$ cat src/rtl/slr_pkg.sv
package slr_pkg;

   localparam int MAX_OUT = 64;
   localparam int COUNT_BITS = $clog2(MAX_OUT + 1);

   typedef enum logic [2:0] {
      ST_IDLE,
      ST_CHECK,
      ST_MUL_L,
      ST_MUL_R,
      ST_EMIT
   } slr_state_type;

   typedef struct packed {
      logic mul_en;
      logic sel_right;
   } slr_ctrl_type;

endpackage

$ cat src/rtl/slr_lerp_unit.sv
module slr_lerp_unit #(
   parameter int SAMPLE_BITS = 16,
   parameter int FRAC_BITS = 16
) (
   input  logic                          clock,
   input  slr_pkg::slr_ctrl_type         ctrl,
   input  logic signed [SAMPLE_BITS-1:0] prev_left,
   input  logic signed [SAMPLE_BITS-1:0] prev_right,
   input  logic signed [SAMPLE_BITS-1:0] new_left,
   input  logic signed [SAMPLE_BITS-1:0] new_right,
   input  logic        [FRAC_BITS-1:0]   frac,
   output logic signed [SAMPLE_BITS-1:0] lerp_result
);

   localparam int DIFF_BITS = SAMPLE_BITS + 1;
   localparam int PROD_BITS = SAMPLE_BITS + FRAC_BITS + 2;
   localparam int SUM_BITS = SAMPLE_BITS + 2;

   logic signed [SAMPLE_BITS-1:0] base_sel;
   logic signed [SAMPLE_BITS-1:0] top_sel;
   logic signed [DIFF_BITS-1:0]   diff;
   logic signed [FRAC_BITS:0]     frac_s;
   logic signed [PROD_BITS-1:0]   prod_in;
   logic signed [PROD_BITS-1:0]   prod_ff;
   logic signed [SAMPLE_BITS-1:0] base_in;
   logic signed [SAMPLE_BITS-1:0] base_ff;
   logic signed [SUM_BITS-1:0]    scaled;
   logic signed [SUM_BITS-1:0]    sum;

   // The new sample is weighted by the fraction: prev + floor((new - prev) * f / one).
   always_comb begin
      base_sel = ctrl.sel_right ? prev_right : prev_left;
      top_sel  = ctrl.sel_right ? new_right : new_left;
      diff     = $signed({top_sel[SAMPLE_BITS-1], top_sel})
               - $signed({base_sel[SAMPLE_BITS-1], base_sel});
      frac_s   = $signed({1'b0, frac});
      prod_in  = PROD_BITS'(diff * frac_s);
      base_in  = base_sel;
   end

   always_ff @(posedge clock) begin
      if (ctrl.mul_en) begin
         prod_ff <= prod_in;
         base_ff <= base_in;
      end
   end

   always_comb begin
      scaled      = $signed(prod_ff[PROD_BITS-1:FRAC_BITS]);
      sum         = scaled + $signed({{2{base_ff[SAMPLE_BITS-1]}}, base_ff});
      lerp_result = $signed(sum[SAMPLE_BITS-1:0]);
   end

endmodule

$ cat src/rtl/stereo_linear_resampler_top.sv
// Stereo linear-interpolation resampler.
// Input items are signed stereo sample pairs on the req_ channel; result items
// are interpolated pairs on the rsp_ channel, with rsp_last marking the final
// result caused by one input item. Both channels use valid and stall.
// The step register (unsigned, FRAC_BITS fraction bits) is written through the
// csr_ channel, which is always ready; write it only while the block is idle.
// Each input item is accepted in idle and then checked; each result it causes
// then passes through left multiply, right multiply (two passes through the one
// shared multiplier), loading of the output register and a further check.
// The block takes no new item until it is through with the current one, and
// gives at most 64 results per item. The first item after reset and an item
// arriving while the phase is at or above one cause no result.
// The block is not ready (req_stall high) while it works on an item. When the
// receiver stalls, the finished result waits in the output register and the
// sequencer holds until that register is free.
// Reset is synchronous: the sequencer returns to idle, the previous pair and
// phase clear, the block is unprimed and step returns to one.
module stereo_linear_resampler_top #(
   parameter int SAMPLE_BITS = 16,
   parameter int FRAC_BITS = 16,
   localparam int STEP_BITS = FRAC_BITS + 5
) (
   input  logic                          clock,
   input  logic                          reset,
   input  logic                          req_valid,
   output logic                          req_stall,
   input  logic signed [SAMPLE_BITS-1:0] req_left_in,
   input  logic signed [SAMPLE_BITS-1:0] req_right_in,
   output logic                          rsp_valid,
   input  logic                          rsp_stall,
   output logic signed [SAMPLE_BITS-1:0] rsp_left_out,
   output logic signed [SAMPLE_BITS-1:0] rsp_right_out,
   output logic                          rsp_last,
   input  logic                          csr_valid,
   output logic                          csr_ready,
   input  logic        [STEP_BITS-1:0]   csr_step
);

   localparam int PHASE_BITS = STEP_BITS + 1;
   localparam int CB = slr_pkg::COUNT_BITS;
   localparam logic [PHASE_BITS-1:0] PHASE_ONE = PHASE_BITS'(1) << FRAC_BITS;
   localparam logic [STEP_BITS-1:0] STEP_ONE = STEP_BITS'(1) << FRAC_BITS;

   slr_pkg::slr_state_type state_ff, state_in;
   slr_pkg::slr_ctrl_type  ctrl;

   logic [STEP_BITS-1:0]          step_ff;
   logic [PHASE_BITS-1:0]         phase_ff, phase_in, phase_sum;
   logic [CB-1:0]                 count_ff, count_in;
   logic                          primed_ff, primed_in;
   logic signed [SAMPLE_BITS-1:0] prev_left_ff, prev_left_in;
   logic signed [SAMPLE_BITS-1:0] prev_right_ff, prev_right_in;
   logic signed [SAMPLE_BITS-1:0] new_left_ff, new_left_in;
   logic signed [SAMPLE_BITS-1:0] new_right_ff, new_right_in;
   logic signed [SAMPLE_BITS-1:0] hold_left_ff, hold_left_in;
   logic                          rsp_valid_ff, rsp_valid_in;
   logic signed [SAMPLE_BITS-1:0] rsp_left_ff, rsp_left_in;
   logic signed [SAMPLE_BITS-1:0] rsp_right_ff, rsp_right_in;
   logic                          rsp_last_ff, rsp_last_in;
   logic signed [SAMPLE_BITS-1:0] lerp_result;
   logic                          req_accept;
   logic                          phase_lt_one;
   logic                          more_out;
   logic                          out_free;
   logic                          out_load;

   slr_lerp_unit #(
      .SAMPLE_BITS(SAMPLE_BITS),
      .FRAC_BITS  (FRAC_BITS)
   ) u_lerp (
      .clock      (clock),
      .ctrl       (ctrl),
      .prev_left  (prev_left_ff),
      .prev_right (prev_right_ff),
      .new_left   (new_left_ff),
      .new_right  (new_right_ff),
      .frac       (phase_ff[FRAC_BITS-1:0]),
      .lerp_result(lerp_result)
   );

   assign req_stall     = (state_ff != slr_pkg::ST_IDLE);
   assign req_accept    = req_valid && !req_stall;
   assign csr_ready     = 1'b1;
   assign rsp_valid     = rsp_valid_ff;
   assign rsp_left_out  = rsp_left_ff;
   assign rsp_right_out = rsp_right_ff;
   assign rsp_last      = rsp_last_ff;

   assign phase_lt_one = (phase_ff < PHASE_ONE);
   assign more_out     = phase_lt_one && (count_ff < CB'(slr_pkg::MAX_OUT));
   assign phase_sum    = phase_ff + PHASE_BITS'(step_ff);
   assign out_free     = !rsp_valid_ff || !rsp_stall;

   always_comb begin
      state_in = state_ff;
      unique case (state_ff)
         slr_pkg::ST_IDLE: begin
            if (req_accept && primed_ff) begin
               state_in = slr_pkg::ST_CHECK;
            end
         end
         slr_pkg::ST_CHECK: begin
            state_in = more_out ? slr_pkg::ST_MUL_L : slr_pkg::ST_IDLE;
         end
         slr_pkg::ST_MUL_L: begin
            state_in = slr_pkg::ST_MUL_R;
         end
         slr_pkg::ST_MUL_R: begin
            state_in = slr_pkg::ST_EMIT;
         end
         slr_pkg::ST_EMIT: begin
            if (out_free) begin
               state_in = slr_pkg::ST_CHECK;
            end
         end
         default: begin
            state_in = slr_pkg::ST_IDLE;
         end
      endcase
   end

   always_comb begin
      ctrl          = '0;
      out_load      = 1'b0;
      phase_in      = phase_ff;
      count_in      = count_ff;
      primed_in     = primed_ff;
      prev_left_in  = prev_left_ff;
      prev_right_in = prev_right_ff;
      new_left_in   = new_left_ff;
      new_right_in  = new_right_ff;
      hold_left_in  = hold_left_ff;
      rsp_last_in   = rsp_last_ff;
      unique case (state_ff)
         slr_pkg::ST_IDLE: begin
            if (req_accept) begin
               new_left_in  = req_left_in;
               new_right_in = req_right_in;
               count_in     = '0;
               if (!primed_ff) begin
                  primed_in     = 1'b1;
                  prev_left_in  = req_left_in;
                  prev_right_in = req_right_in;
               end
            end
         end
         slr_pkg::ST_CHECK: begin
            if (!more_out) begin
               // A phase still below one after the last result is forced to one, so it becomes zero.
               phase_in      = phase_lt_one ? '0 : phase_ff - PHASE_ONE;
               prev_left_in  = new_left_ff;
               prev_right_in = new_right_ff;
            end
         end
         slr_pkg::ST_MUL_L: begin
            ctrl.mul_en = 1'b1;
         end
         slr_pkg::ST_MUL_R: begin
            ctrl.mul_en    = 1'b1;
            ctrl.sel_right = 1'b1;
            hold_left_in   = lerp_result;
         end
         slr_pkg::ST_EMIT: begin
            if (out_free) begin
               out_load    = 1'b1;
               phase_in    = phase_sum;
               count_in    = count_ff + CB'(1);
               rsp_last_in = (phase_sum >= PHASE_ONE)
                          || (count_ff == CB'(slr_pkg::MAX_OUT - 1));
            end
         end
         default: begin
         end
      endcase
   end

   always_comb begin
      rsp_left_in  = rsp_left_ff;
      rsp_right_in = rsp_right_ff;
      if (out_load) begin
         rsp_valid_in = 1'b1;
         rsp_left_in  = hold_left_ff;
         rsp_right_in = lerp_result;
      end else begin
         rsp_valid_in = rsp_valid_ff && rsp_stall;
      end
   end

   always_ff @(posedge clock) begin
      if (reset) begin
         state_ff      <= slr_pkg::ST_IDLE;
         step_ff       <= STEP_ONE;
         phase_ff      <= '0;
         count_ff      <= '0;
         primed_ff     <= 1'b0;
         prev_left_ff  <= '0;
         prev_right_ff <= '0;
         rsp_valid_ff  <= 1'b0;
      end else begin
         state_ff      <= state_in;
         phase_ff      <= phase_in;
         count_ff      <= count_in;
         primed_ff     <= primed_in;
         prev_left_ff  <= prev_left_in;
         prev_right_ff <= prev_right_in;
         rsp_valid_ff  <= rsp_valid_in;
         if (csr_valid && csr_ready) begin
            step_ff <= csr_step;
         end
      end
   end

   always_ff @(posedge clock) begin
      new_left_ff  <= new_left_in;
      new_right_ff <= new_right_in;
      hold_left_ff <= hold_left_in;
      rsp_left_ff  <= rsp_left_in;
      rsp_right_ff <= rsp_right_in;
      rsp_last_ff  <= rsp_last_in;
   end

endmodule

$ cat config.mk
export PLATFORM = sky130hd
export DESIGN_NAME = stereo_linear_resampler_top
export DESIGN_NICKNAME = d
export VERILOG_FILES = /design/src/rtl/slr_pkg.sv /design/src/rtl/slr_lerp_unit.sv /design/src/rtl/stereo_linear_resampler_top.sv
export SDC_FILE = /design/constraint.sdc
export NUM_CORES = 1
export LEC_CHECK = 0
export ABC_AREA = 0
export BUFFER_PORTS_ARGS = -buffer_cell sky130_fd_sc_hd__buf_4
export CAP_MARGIN = 20
export CORE_ASPECT_RATIO = 0.5
export CORE_UTILIZATION = 35
export DETAILED_ROUTE_END_ITERATION = 10
export PLACE_DENSITY = 0.58
export SYNTH_ARGS = -nofsm -noshare
export SYNTH_HDL_FRONTEND = slang
export SYNTH_SLANG_ARGS = --single-unit
$ cat constraint.sdc
create_clock -name clock -period 14.95 [get_ports clock]
set_input_delay 3.7375 -clock clock [delete_from_list [all_inputs] [get_ports clock]]
set_output_delay 3.7375 -clock clock [all_outputs]
set_load 0.05 [all_outputs]
# --- Word-level counts from Yosys, hierarchy flattened ---
# Cells that the tools add are included.
word_totals:
  output_inout_bits: 36
  latch_bits: 0
  word_cells: 82
  n_memories: 0
  mem_bits_ro: 0
  ramBits: 0
  input_bits: 58
  regBits: 216
classes:
  bitwise_logic: 0
  muxes: 26
  shift: 0
  n_lt_le_gt_ge: 3
  eq_ne: 10
  div: 0
  mul: 1
  n_reduce_logical: 21
  n_addsub: 5
op_table:
  columns: ["op", "n"]
  rows:
  - ["$mux W16", 8]
  - ["$mux W22", 3]
  - ["$pmux W16 S2", 2]
  - ["$pmux W22 S2", 1]
  - ["$mul A17 B17 Y32", 1]
  - ["$add A22 B21 Y22", 1]
  - ["$ge A22 B17 Y1 const B", 1]
  - ["$lt A22 B17 Y1 const B", 1]
  - ["$sub A22 B17 Y22 const B", 1]
  - ["$sub A16 B16 Y17", 1]
  - ["$add A16 B16 Y16", 1]
  - ["$pmux W3 S5", 1]
  - ["$mux W7", 2]
  - ["$pmux W7 S2", 1]
  - ["$ne A2 B2 Y1 const B", 5]
  - ["$add A7 B1 Y7 const B", 1]
  - ["$eq A7 B6 Y1 const B", 1]
  - ["$lt A7 B7 Y1 const B", 1]
  - ["$eq A3 B2 Y1 const B", 2]
  - ["$mux W3", 2]
  - ["$reduce_and A2 Y1", 3]
  - ["$reduce_and A3 Y1", 2]
  - ["$reduce_bool A2 Y1", 3]
  - ["$mux W1", 5]
  - ["10 further kinds", 16]

# --- Logic depth before layout (Yosys ltp) ---
# Gate-level depths: netlist of run 1.
logic_depth:
  ltp_word: 6
  mapped_depth: 41
  depth_no_buf: 39

# --- Hierarchy ---
# From an unflattened synthesis of run 1, not the netlist that was laid out.
unflattened:
  hier_cells: 1992
  area_unflattened_um2: 19695.1
modules_own_cells:
  columns: ["mod", "area_each_um2", "cells_per_inst", "n_inst", "seq_area_each_um2"]
  rows:
  - ["slr_lerp_unit", 12515.8, 1368, 1, 960.9]
  - ["stereo_linear_resampler_top", 7179.4, 624, 1, 4174.0]

# --- Worst setup path after synthesis of run 1 ---
# Ideal clock, no wire load.
synth_path:
  path_type: "reg-to-reg"
  start: "reg state_ff[2]"
  end: "reg u_lerp.prod_ff[31] (data pin)"
  setup_ps: 260
  arrival_ps: 10528
  n_path_buf: 3
  required_time_ps: 14690
  path_stages_with_launch: 38
  path_slack_ps: 4162
  synth_period_minus_slack_ps: 10788
  path_cell_list: "dfxtp_1 -> clkbuf_1 -> nor2b_1 -> nand2_1 -> clkinv_1 -> clkbuf_1 -> nand2_1 -> nand2_1 -> ha_1 -> inv_1 -> fa_1 -> a211oi_2 -> o21ai_1 -> a221oi_2 -> o2111ai_1 -> nand2_1 -> a22o_1 -> buf_2 -> [... 2 more ...] -> fa_1 -> inv_1 -> fa_1 -> fa_1 -> fa_1 -> inv_1 -> fa_1 -> inv_1 -> ha_1 -> a21oi_1 -> o21ai_0 -> nor2_1 -> inv_1 -> o311ai_2 -> a21oi_2 -> a211o_1 -> a21oi_2 -> xnor2_1"
synth_between:
  elab_chain_len: 5
  elab_cells_between_ends: 6
  cone_classes: "1 x add/sub; 1 x mul; 1 x eq/ne; 3 x mux"
synth_lines:
  columns: ["item", "line", "source"]
  rows:
  - ["from (decl)", "stereo_linear_resampler_top.sv:44", "slr_pkg::slr_state_type state_ff, state_in;"]
  - ["from (signal assigned)", "stereo_linear_resampler_top.sv:191", "state_ff <= slr_pkg::ST_IDLE;"]
  - ["from (signal assigned)", "stereo_linear_resampler_top.sv:200", "state_ff <= state_in;"]
  - ["$eq A3 B2 Y1", "stereo_linear_resampler_top.sv:134", "unique case (state_ff)"]
  - ["$mux W1", "stereo_linear_resampler_top.sv:134", null]
  - ["$mux W16", "slr_lerp_unit.sv:32", "base_sel = ctrl.sel_right ? prev_right : prev_left;"]
  - ["via u_lerp.base_in[0]", "slr_lerp_unit.sv:25", "logic signed [SAMPLE_BITS-1:0] base_in;"]
  - ["$sub A16 B16 Y17", "slr_lerp_unit.sv:35", "- $signed({base_sel[SAMPLE_BITS-1], base_sel});"]
  - ["$mul A17 B17 Y32", "slr_lerp_unit.sv:37", "prod_in = PROD_BITS'(diff * frac_s);"]
  - ["via u_lerp.prod_in[31]", "slr_lerp_unit.sv:23", "logic signed [PROD_BITS-1:0] prod_in;"]
  - ["to (signal assigned)", "slr_lerp_unit.sv:43", "prod_ff <= prod_in;"]
  - ["to (decl)", "slr_lerp_unit.sv:24", "logic signed [PROD_BITS-1:0] prod_ff;"]
# The timed path passes the listed nets, and every way through them passes these cells.
# A chain may end at the register's enable or synchronous reset.

# --- Worst setup path after layout of run 1 ---
layout_path:
  start: "reg state_ff[1]"
  end: "reg u_lerp.prod_ff[31] (data pin)"
# Same word-level chain as after synthesis.

==> metrics list, run 1 <==
- Port Buffer Count: between 90 and 100
* Internal power component: slightly below 1000 uW
- Type of destination of the critical path: register
* Most frequent CP cell: fa_1
* Power share of the sequential group: 0.420
* Fraction of registers with async set or reset after synthesis: 0
- The initial utilization of the core area, before any placement, comes to 0.358.
* Post-CTS Hold Buffers: 0
- Remaining routing DRC violations: 0
* Clock Skews: around 20 ps
- In this run the count of I/O pins placed on the die edge is 94.
* Tcrit/Tclk final: 0.705
* Final hold viol count: 0
* Total net switching power: roughly 520 uW
- Sum of routed wire length over all layers: about 46,000 um
* FF+latch count, synth: 200
- The clock net in this run drives a total of 200 sinks.
- The wire-length estimate of the detail-placed layout is ~35,000 um.
* Buffers inserted by post-CTS timing repair: 0
- For this block, the initial DRC count from the detailed router was between 700 and 800.
- The repair_antennas step left the layout with diodes totalling 0.
- Clock network fraction of total power: 0.325
- The share of total power dissipated in combinational logic is 0.255.
- First-pass GRT wire length: 76,200 um
- Highest-count cells in the layout ignoring fill and taps: inv_1 (346), fa_1 (264), nand2_1 (231)
- Source-to-sink clock delay at the later pin of the worst-skew pair: 450 ps
- The detail route stage leaves a number of antenna-violating nets equal to 0.
* Required time at the worst-slack endpoint: 15,150 ps
* Worst hold slack: between 400 and 500 ps
* Max-cap violations: 0
* Maximum level of the CTS H-tree: 4
* Routed vias: between 10,000 and 15,000
* Area of the die: around 57,000 sq um
- Post-synth EDFFs: roughly 110
- The path class of the tightest hold or removal check is reg -> reg.
* Setup Total Neg Slack: 0 ps
- In the final layout, the share of cells above drive strength 1 is 0.0969.
- In the synthesized netlist the dominant register cell turns out to be edfxtp_1.
* Number of clock buffers inserted by TritonCTS: 17
- Synthesis produced a netlist whose cell count is ~2,000.
* Netlist Area Pre-Place: 19,500 sq um
- Critical path startpoint category: register
* Run status: completed
- Average wire length per cell after detail routing: roughly 16 um
* Cell at the root of the clock tree: clkbuf_16
- Fmax achieved: 94.9 MHz
- Synthesis produced a netlist with a net count of between 2,000 and 2,500.
* Net switching fraction of the power: 0.344
- Worst setup path category: reg -> reg
* Floorplan die width: between 300 and 400 um
- Arrival time worst endpoint: ~11,000 ps
- Number of max-slew violations in the final report: 0
- Congestion Overflow GR: 0
* R2R Setup Slk: 4410 ps
- Top cells by area, synth: fa_1 (27%), edfxtp_1 (17%), dfxtp_1 (8.9%)
- The number of gates resized after CTS was 0.
- TritonCTS clock tree: built
- Worst path slowest cell: fa_1
- Combined global-route utilization of all metal layers: 0.172
- Worst slew margin: 0.259
- Area share of the largest cell type after synthesis: 0.271
- In this run the worst path has a maximum fanout of 34.
- Setup violations remaining at the end of the flow were counted as 0.
- Pre-Repair DR Iteration Count: 6
* Biggest cell delay along the critical path: between 800 and 900 ps
* RD Place Congestion: 0.853
- The library cell used most frequently in the layout, excluding fill and tap cells, is inv_1.
- Largest area contributor in the synthesized netlist: fa_1
* Sequential area share after synthesis: 0.263
* Rows: 60
- After synthesis, the mean cell area works out to approximately 9.9 sq um.
- RSZ-0062 raised after global routing: false
- Minimum clock period after layout: 10,540 ps
* Slew at the pin closest to its max-slew limit: 1110 ps
- Clock-pin slew was measured on the worst setup and hold paths at 80 ps.
* Number of antenna violations at the first check in global routing: 0
- Via density per instance: 4.84
- Synth Warn #: 0
- Via count of the first global-routing pass: around 14,000
- Maximum VDD drop: slightly above 60 uV
- Maximum number of pins on one net before global-route repair: between 80 and 90
- LEAKAGE: ~0.01 uW
- Vert. Die Dim: 169 um
* Synth unique cells: 82
* Maximum count of clock buffers along a single path: 2
* Nets: ~2,500
- Power density over the cells: 69.6 nW/um^2
- Compared with the post-synthesis result, the final layout area differs by 11.3%.
* Total core area: between 50,000 and 60,000 sq um
## sequential cells by signal (all words and copies together) (netlist names)
| name | cells |
|---|---|
| prev_right_ff | 16 |
| step_ff | 21 |
| u_lerp.base_ff | 16 |
| state_ff | 3 |
| phase_ff | 22 |
| rsp_valid | 1 |
| count_ff | 7 |
| new_right_ff | 16 |
| prev_left_ff | 16 |
| new_left_ff | 16 |
| rsp_last | 1 |
| primed_ff | 1 |
| rsp_right_out | 16 |
| hold_left_ff | 16 |
| u_lerp.prod_ff | 16 |
| rsp_left_out | 16 |
## final timing paths
path | from | to | cells after the start
max | state_ff[1]$_SDFFE_PP0P_ | u_lerp.prod_ff[31]$_DFFE_PP_ | 36
min | hold_left_ff[9]$_DFFE_PP_ | rsp_left_out[9]$_DFFE_PP_ | 0
max reg2reg | state_ff[1]$_SDFFE_PP0P_ | u_lerp.prod_ff[31]$_DFFE_PP_ | 36
min reg2reg | hold_left_ff[9]$_DFFE_PP_ | rsp_left_out[9]$_DFFE_PP_ | 0
## metal layers
metal	global-route usage	part of all wire
met1	0.236	0.46
met5	0	0
met4	0.0480	0.020
met2	0.287	0.48
met3	0.0190	0.039
## cells by family (layout without fill, tap and decap cells)
kind of cell / after synthesis / count (layout) / synth area share
AO/OA/AOI/OAI: 225 / 225 / 0.0849
XOR/XNOR: 82 / 82 / 0.0376
adder cells (fa/ha/maj): 398 / 398 / 0.357
buffers and inverters: 423 / 497 / 0.0828
flip-flops: 200 / 200 / 0.263
multiplexers: 69 / 69 / 0.0354
other: 1 / 1 / 0.000192
AND/OR/NAND/NOR: 572 / 572 / 0.139
## power by group through the flow
stage	sequential [uW]	clock [uW]	combinational (uW)
final	634	492	386
after detailed placement	647	0	386
after global placement	647	0	383
after CTS	634	505	387
after global routing	638	526	418
after floorplan	641	0	221
## worst max-delay path: cells and delay by family, from the launching register on
family | cells | cell delay, ps
flip-flops | 1 | 510
AND/OR/NAND/NOR | 7 | 1750
adder cells (fa/ha/maj) | 9 | 4240
AO/OA/AOI/OAI | 11 | 2570
buffers and inverters | 8 | 1060
XOR/XNOR | 1 | 70
## cells in the mapped netlist, drive strengths merged (3+ instances only)
master	instances
o221ai	3
o311ai	3
o21a	6
a21boi	5
clkbuf	53
nand2	232
nand2b	7
and3	8
nand4	5
a21o	17
a31oi	8
or2	5
edfxtp	113
o2111ai	3
nand3	18
and2	118
o211ai	5
nor3	20
o22ai	3
a221oi	3
nor2	120
o21bai	5
nor2b	21
ha	134
inv	347
nand3b	4
xnor2	58
o21ai	29
xor2	24
or3	6
a21oi	52
mux2i	69
a211oi	46
a22oi	19
buf	22
fa	264
dfxtp	87
## area by class of cell
cell class                 instances  area, sq um
sequential                       200         5130
inverter                         348         1310
clock buffer                      17          425
fill                            5411        32700
clock inverter                    15          204
multi-input combinational       1347        12800
timing repair buffer             117          878
tap                              744          931
## per-stage QoR
stage	cell area, sq um	setup WS, ps	instances	total power (uW)	utilization
3_3_place_gp	21100	4590	2756	1030	0.388
2_1_floorplan	19500	4160	1970	862	-
3_5_place_dp	21100	4430	2756	1030	0.388
5_1_grt	21700	3680	2788	1580	0.399
4_1_cts	21700	4390	2788	1530	0.399
6_report	21700	4410	2788	1510	0.399
(Power assumes the default switching activity.)
==> run 2, diff against run 1 <==
PLACE_DENSITY = 0.6   (was 0.58)
clock period = 8.7 ns   (was 14.95 ns; I/O delays follow)
==> run 2 against run 1 <==
Net effect:
- maximum frequency increased by 26%
- total power is 76% higher
- global-route usage shrank 0.30 points
- hold slack better by 3.0 ps
- via count up 0.54%
- die area stayed put
- combinational power is 94% higher
- sequential share of layout area decreased by 0.60 points
- first-iteration DRC count up 7.1%
- critical path depth is 1 lower
- utilization up 1.1 points
- largest power group unchanged
==> metrics list, run 2 (synthesis gave the netlist of run 1 again) <==
- The run finished with clean final reports.
- The clock slew at the register clock pins of the worst setup and hold paths is 80 ps (about the same).
* Fmax achieved: 120 MHz (+26%)
- Broken down by cell family, the worst path's largest delay share belongs to adder cells.
* Most frequent CP cell: fa_1
- More flip-flops sit in one register than any other, and that register is phase_ff.
- Number of max-slew violations in the final report: 0 (unchanged)
* Cell at the root of the clock tree: clkbuf_16
* Routed vias: 13,600 (+0.54%)
- By startpoint and endpoint, the worst setup path is classified as reg -> reg.
- Growth of design area from synthesis to finish: 14.3%
- Nets: 2,532 (+1.8%)
* Post-Route Utilization: 0.410 (+0.0106)
* Ports: 94 (unchanged)
- The number of nets with antenna violations after detailed routing was 0 (unchanged).
* Congestion Overflow GR: 0 (unchanged)
- The flip-flop count of the largest register after layout came to 22 (unchanged).
- Average wire length per cell after detail routing: 16.1 um (-2.5%)
- The count of buffering cells on the critical path with inverters included was 7 (-1).
* Required time at the worst-slack endpoint: 8910 ps (-6240 ps)
- The min-delay analysis places its worst path in the category reg -> reg.
- The standard-cell row count is 60 (unchanged).
* Maximum number of pins on one net before global-route repair: 89 (unchanged)
- Arrival time worst endpoint: 8560 ps (-2180 ps)
- Area of the die: 56,800 sq um (unchanged)
* Worst hold slack: 423 ps (+2.96 ps)
- The total global routing track utilization was 0.169 (-0.00300).
* Top flop regs: phase_ff x22, step_ff x21
* Via density per instance: 4.79 (-1.1%)
- Fin cells: 2,833 (+1.6%)
- The final setup violation count was 0 (unchanged).
- Biggest cell delay along the critical path: 530 ps (-300 ps)
* Total core area: 54,400 sq um (unchanged)
* Final hold viol count: 0 (unchanged)
- The initial core utilization came to 0.358 (unchanged).
- The worst max-slew margin expressed relative to the limit was 0.345 (+0.0859).
- # fillers: 5,224 (-3.5%)
* LEAKAGE: 0.0105 uW (+2.1%)
- The HPWL reported at the end of detailed placement is 36,000 um (+2.6%).
* Pre-Repair DR Iteration Count: 5 (-1)
* Max-cap violations: 0 (unchanged)
* Critical path startpoint category: register
* Worst setup timing slack at the placement stage: 66.7 ps (-4360 ps)
- The ratio of cells with drive above 1 in the final layout was 0.131 (+0.0338).
- TritonCTS built the clock tree.
* Min setup slack post-route: 348 ps (-4060 ps)
- The x dimension of the die was 336 um (unchanged).
* Antenna diodes: 0 (unchanged)
- Clock Skews: 24.8 ps (+4.84 ps)
- The number of global-route vias before repair is 14,200 (+0.92%).
- STA classifies the critical path endpoint as a register.
- Maximum level of the CTS H-tree: 4 (unchanged)
* Worst path slowest cell: fa_1
- Remaining routing DRC violations: 0 (unchanged)
* Vert. Die Dim: 169 um (unchanged)
- The number of buffers between clock root and the deepest sink is 2 (unchanged).
- Power density over the cells: 119 nW/um^2 (+71%)
- RD Place Congestion: 0.891 (+4.5%)
- The number of buffers inserted during clock tree synthesis was 17 (unchanged).
- The total clock sinks was 200 (unchanged).
- Minimum clock period after layout: 8350 ps (-2190 ps)
- The clock latency on the worst-skew pair was 470 ps (+20 ps).
* Highest-count cells in the layout ignoring fill and taps: inv_1 (345), fa_1 (261), nand2_1 (228)
- First-pass GRT wire length: 75,500 um (-0.95%)
- The initial antenna violation count came to 0 (unchanged).
* Instance count after placement with tap cells included: 2,784 (+1.0%)
- The final sum of negative setup slack was 0 ps (unchanged).
- The largest fanout on the critical path came to 7 (-79%).
* Tcrit/Tclk final: 0.960 (+0.255)
- The iteration-0 DRC count of the detailed router is 849 (+7.1%).
- The number of hold-repair buffers added at the cts stage is 0 (unchanged).
* Commonest non-fill, non-tap cell in the layout: inv_1
- Maximum VDD drop: 121 uV (+99%)
* Slew at the pin closest to its max-slew limit: 982 ps (-127 ps)
- The total wire length after detailed routing was 45,500 um (-0.89%).
* Port Buffer Count: 92 (unchanged)
run 2: cell count changes in the layout (fill, tap and decap cells not counted), moves of 5 or more:
cell,delta
buf_4,+38
ha_1,-7
ha_4,+6
buf_6,+5
mux2i_1,-5
run 2: final cells by class:
class	count	area, sq um	share of cell area
Clock buffer	19	454	0.0204
Clock inverter	13	150	0.00673
Inverter	348	1310	0.0588
Multi-Input combinational cell	1347	13100	0.585
Sequential cell	200	5140	0.230
Tap cell	744	931	0.0417
Timing Repair Buffer	162	1260	0.0565
run 2: path summary, 6_finish.rpt:
check / from / end / slack [ps] / cells past startpoint
max: state_ff[2]$_SDFFE_PP0P_ / u_lerp.prod_ff[31]$_DFFE_PP_ / 350 / 35
min: hold_left_ff[3]$_DFFE_PP_ / rsp_left_out[3]$_DFFE_PP_ / 420 / 0
max reg2reg: state_ff[2]$_SDFFE_PP0P_ / u_lerp.prod_ff[31]$_DFFE_PP_ / 350 / 35
min reg2reg: hold_left_ff[3]$_DFFE_PP_ / rsp_left_out[3]$_DFFE_PP_ / 420 / 0
run 2: power breakdown:
part	internal [uW]	switching, uW	total [uW]	leakage [uW]
clock	403	415	818	0.000294
sequential	1060	29.5	1090	0.00176
combinational	278	470	748	0.00841
run 2: worst register-to-register path: cells and delay by family, from the launching register on:
kind | cells | cell delay [ps]
adders and majority gates | 9 | 3850
muxes | 1 | 270
AOI/OAI and AO/OA | 11 | 2190
DFF | 1 | 380
xor gates and xnor gates | 2 | 180
and+or+nand+nor | 5 | 640
buffers and inverters | 7 | 570
run 2: through the flow:
stage / cell area (sq um) / total power (uW)
final: 22300 / 2660
after global routing: 22300 / 2780
after CTS: 21900 / 2600
after detailed placement: 21300 / 1780
after global placement: 21300 / 1780
after floorplan: 19600 / 1490
run 2: timing repair:
action / in CTS / in global routing
endpoints found under the setup margin: 0 / 12
buffers inserted: 0 / 18
gates resized for setup: 0 / 50
run 2: metal layers:
layer | track usage | wire length (um) | up-vias
met5 | 0 | 0 | -
met4 | 0.0316 | 400 | 0
met3 | 0.0245 | 1870 | 29
met2 | 0.273 | 21100 | 248
met1 | 0.241 | 22200 | 6766
li1 | - | - | 6520
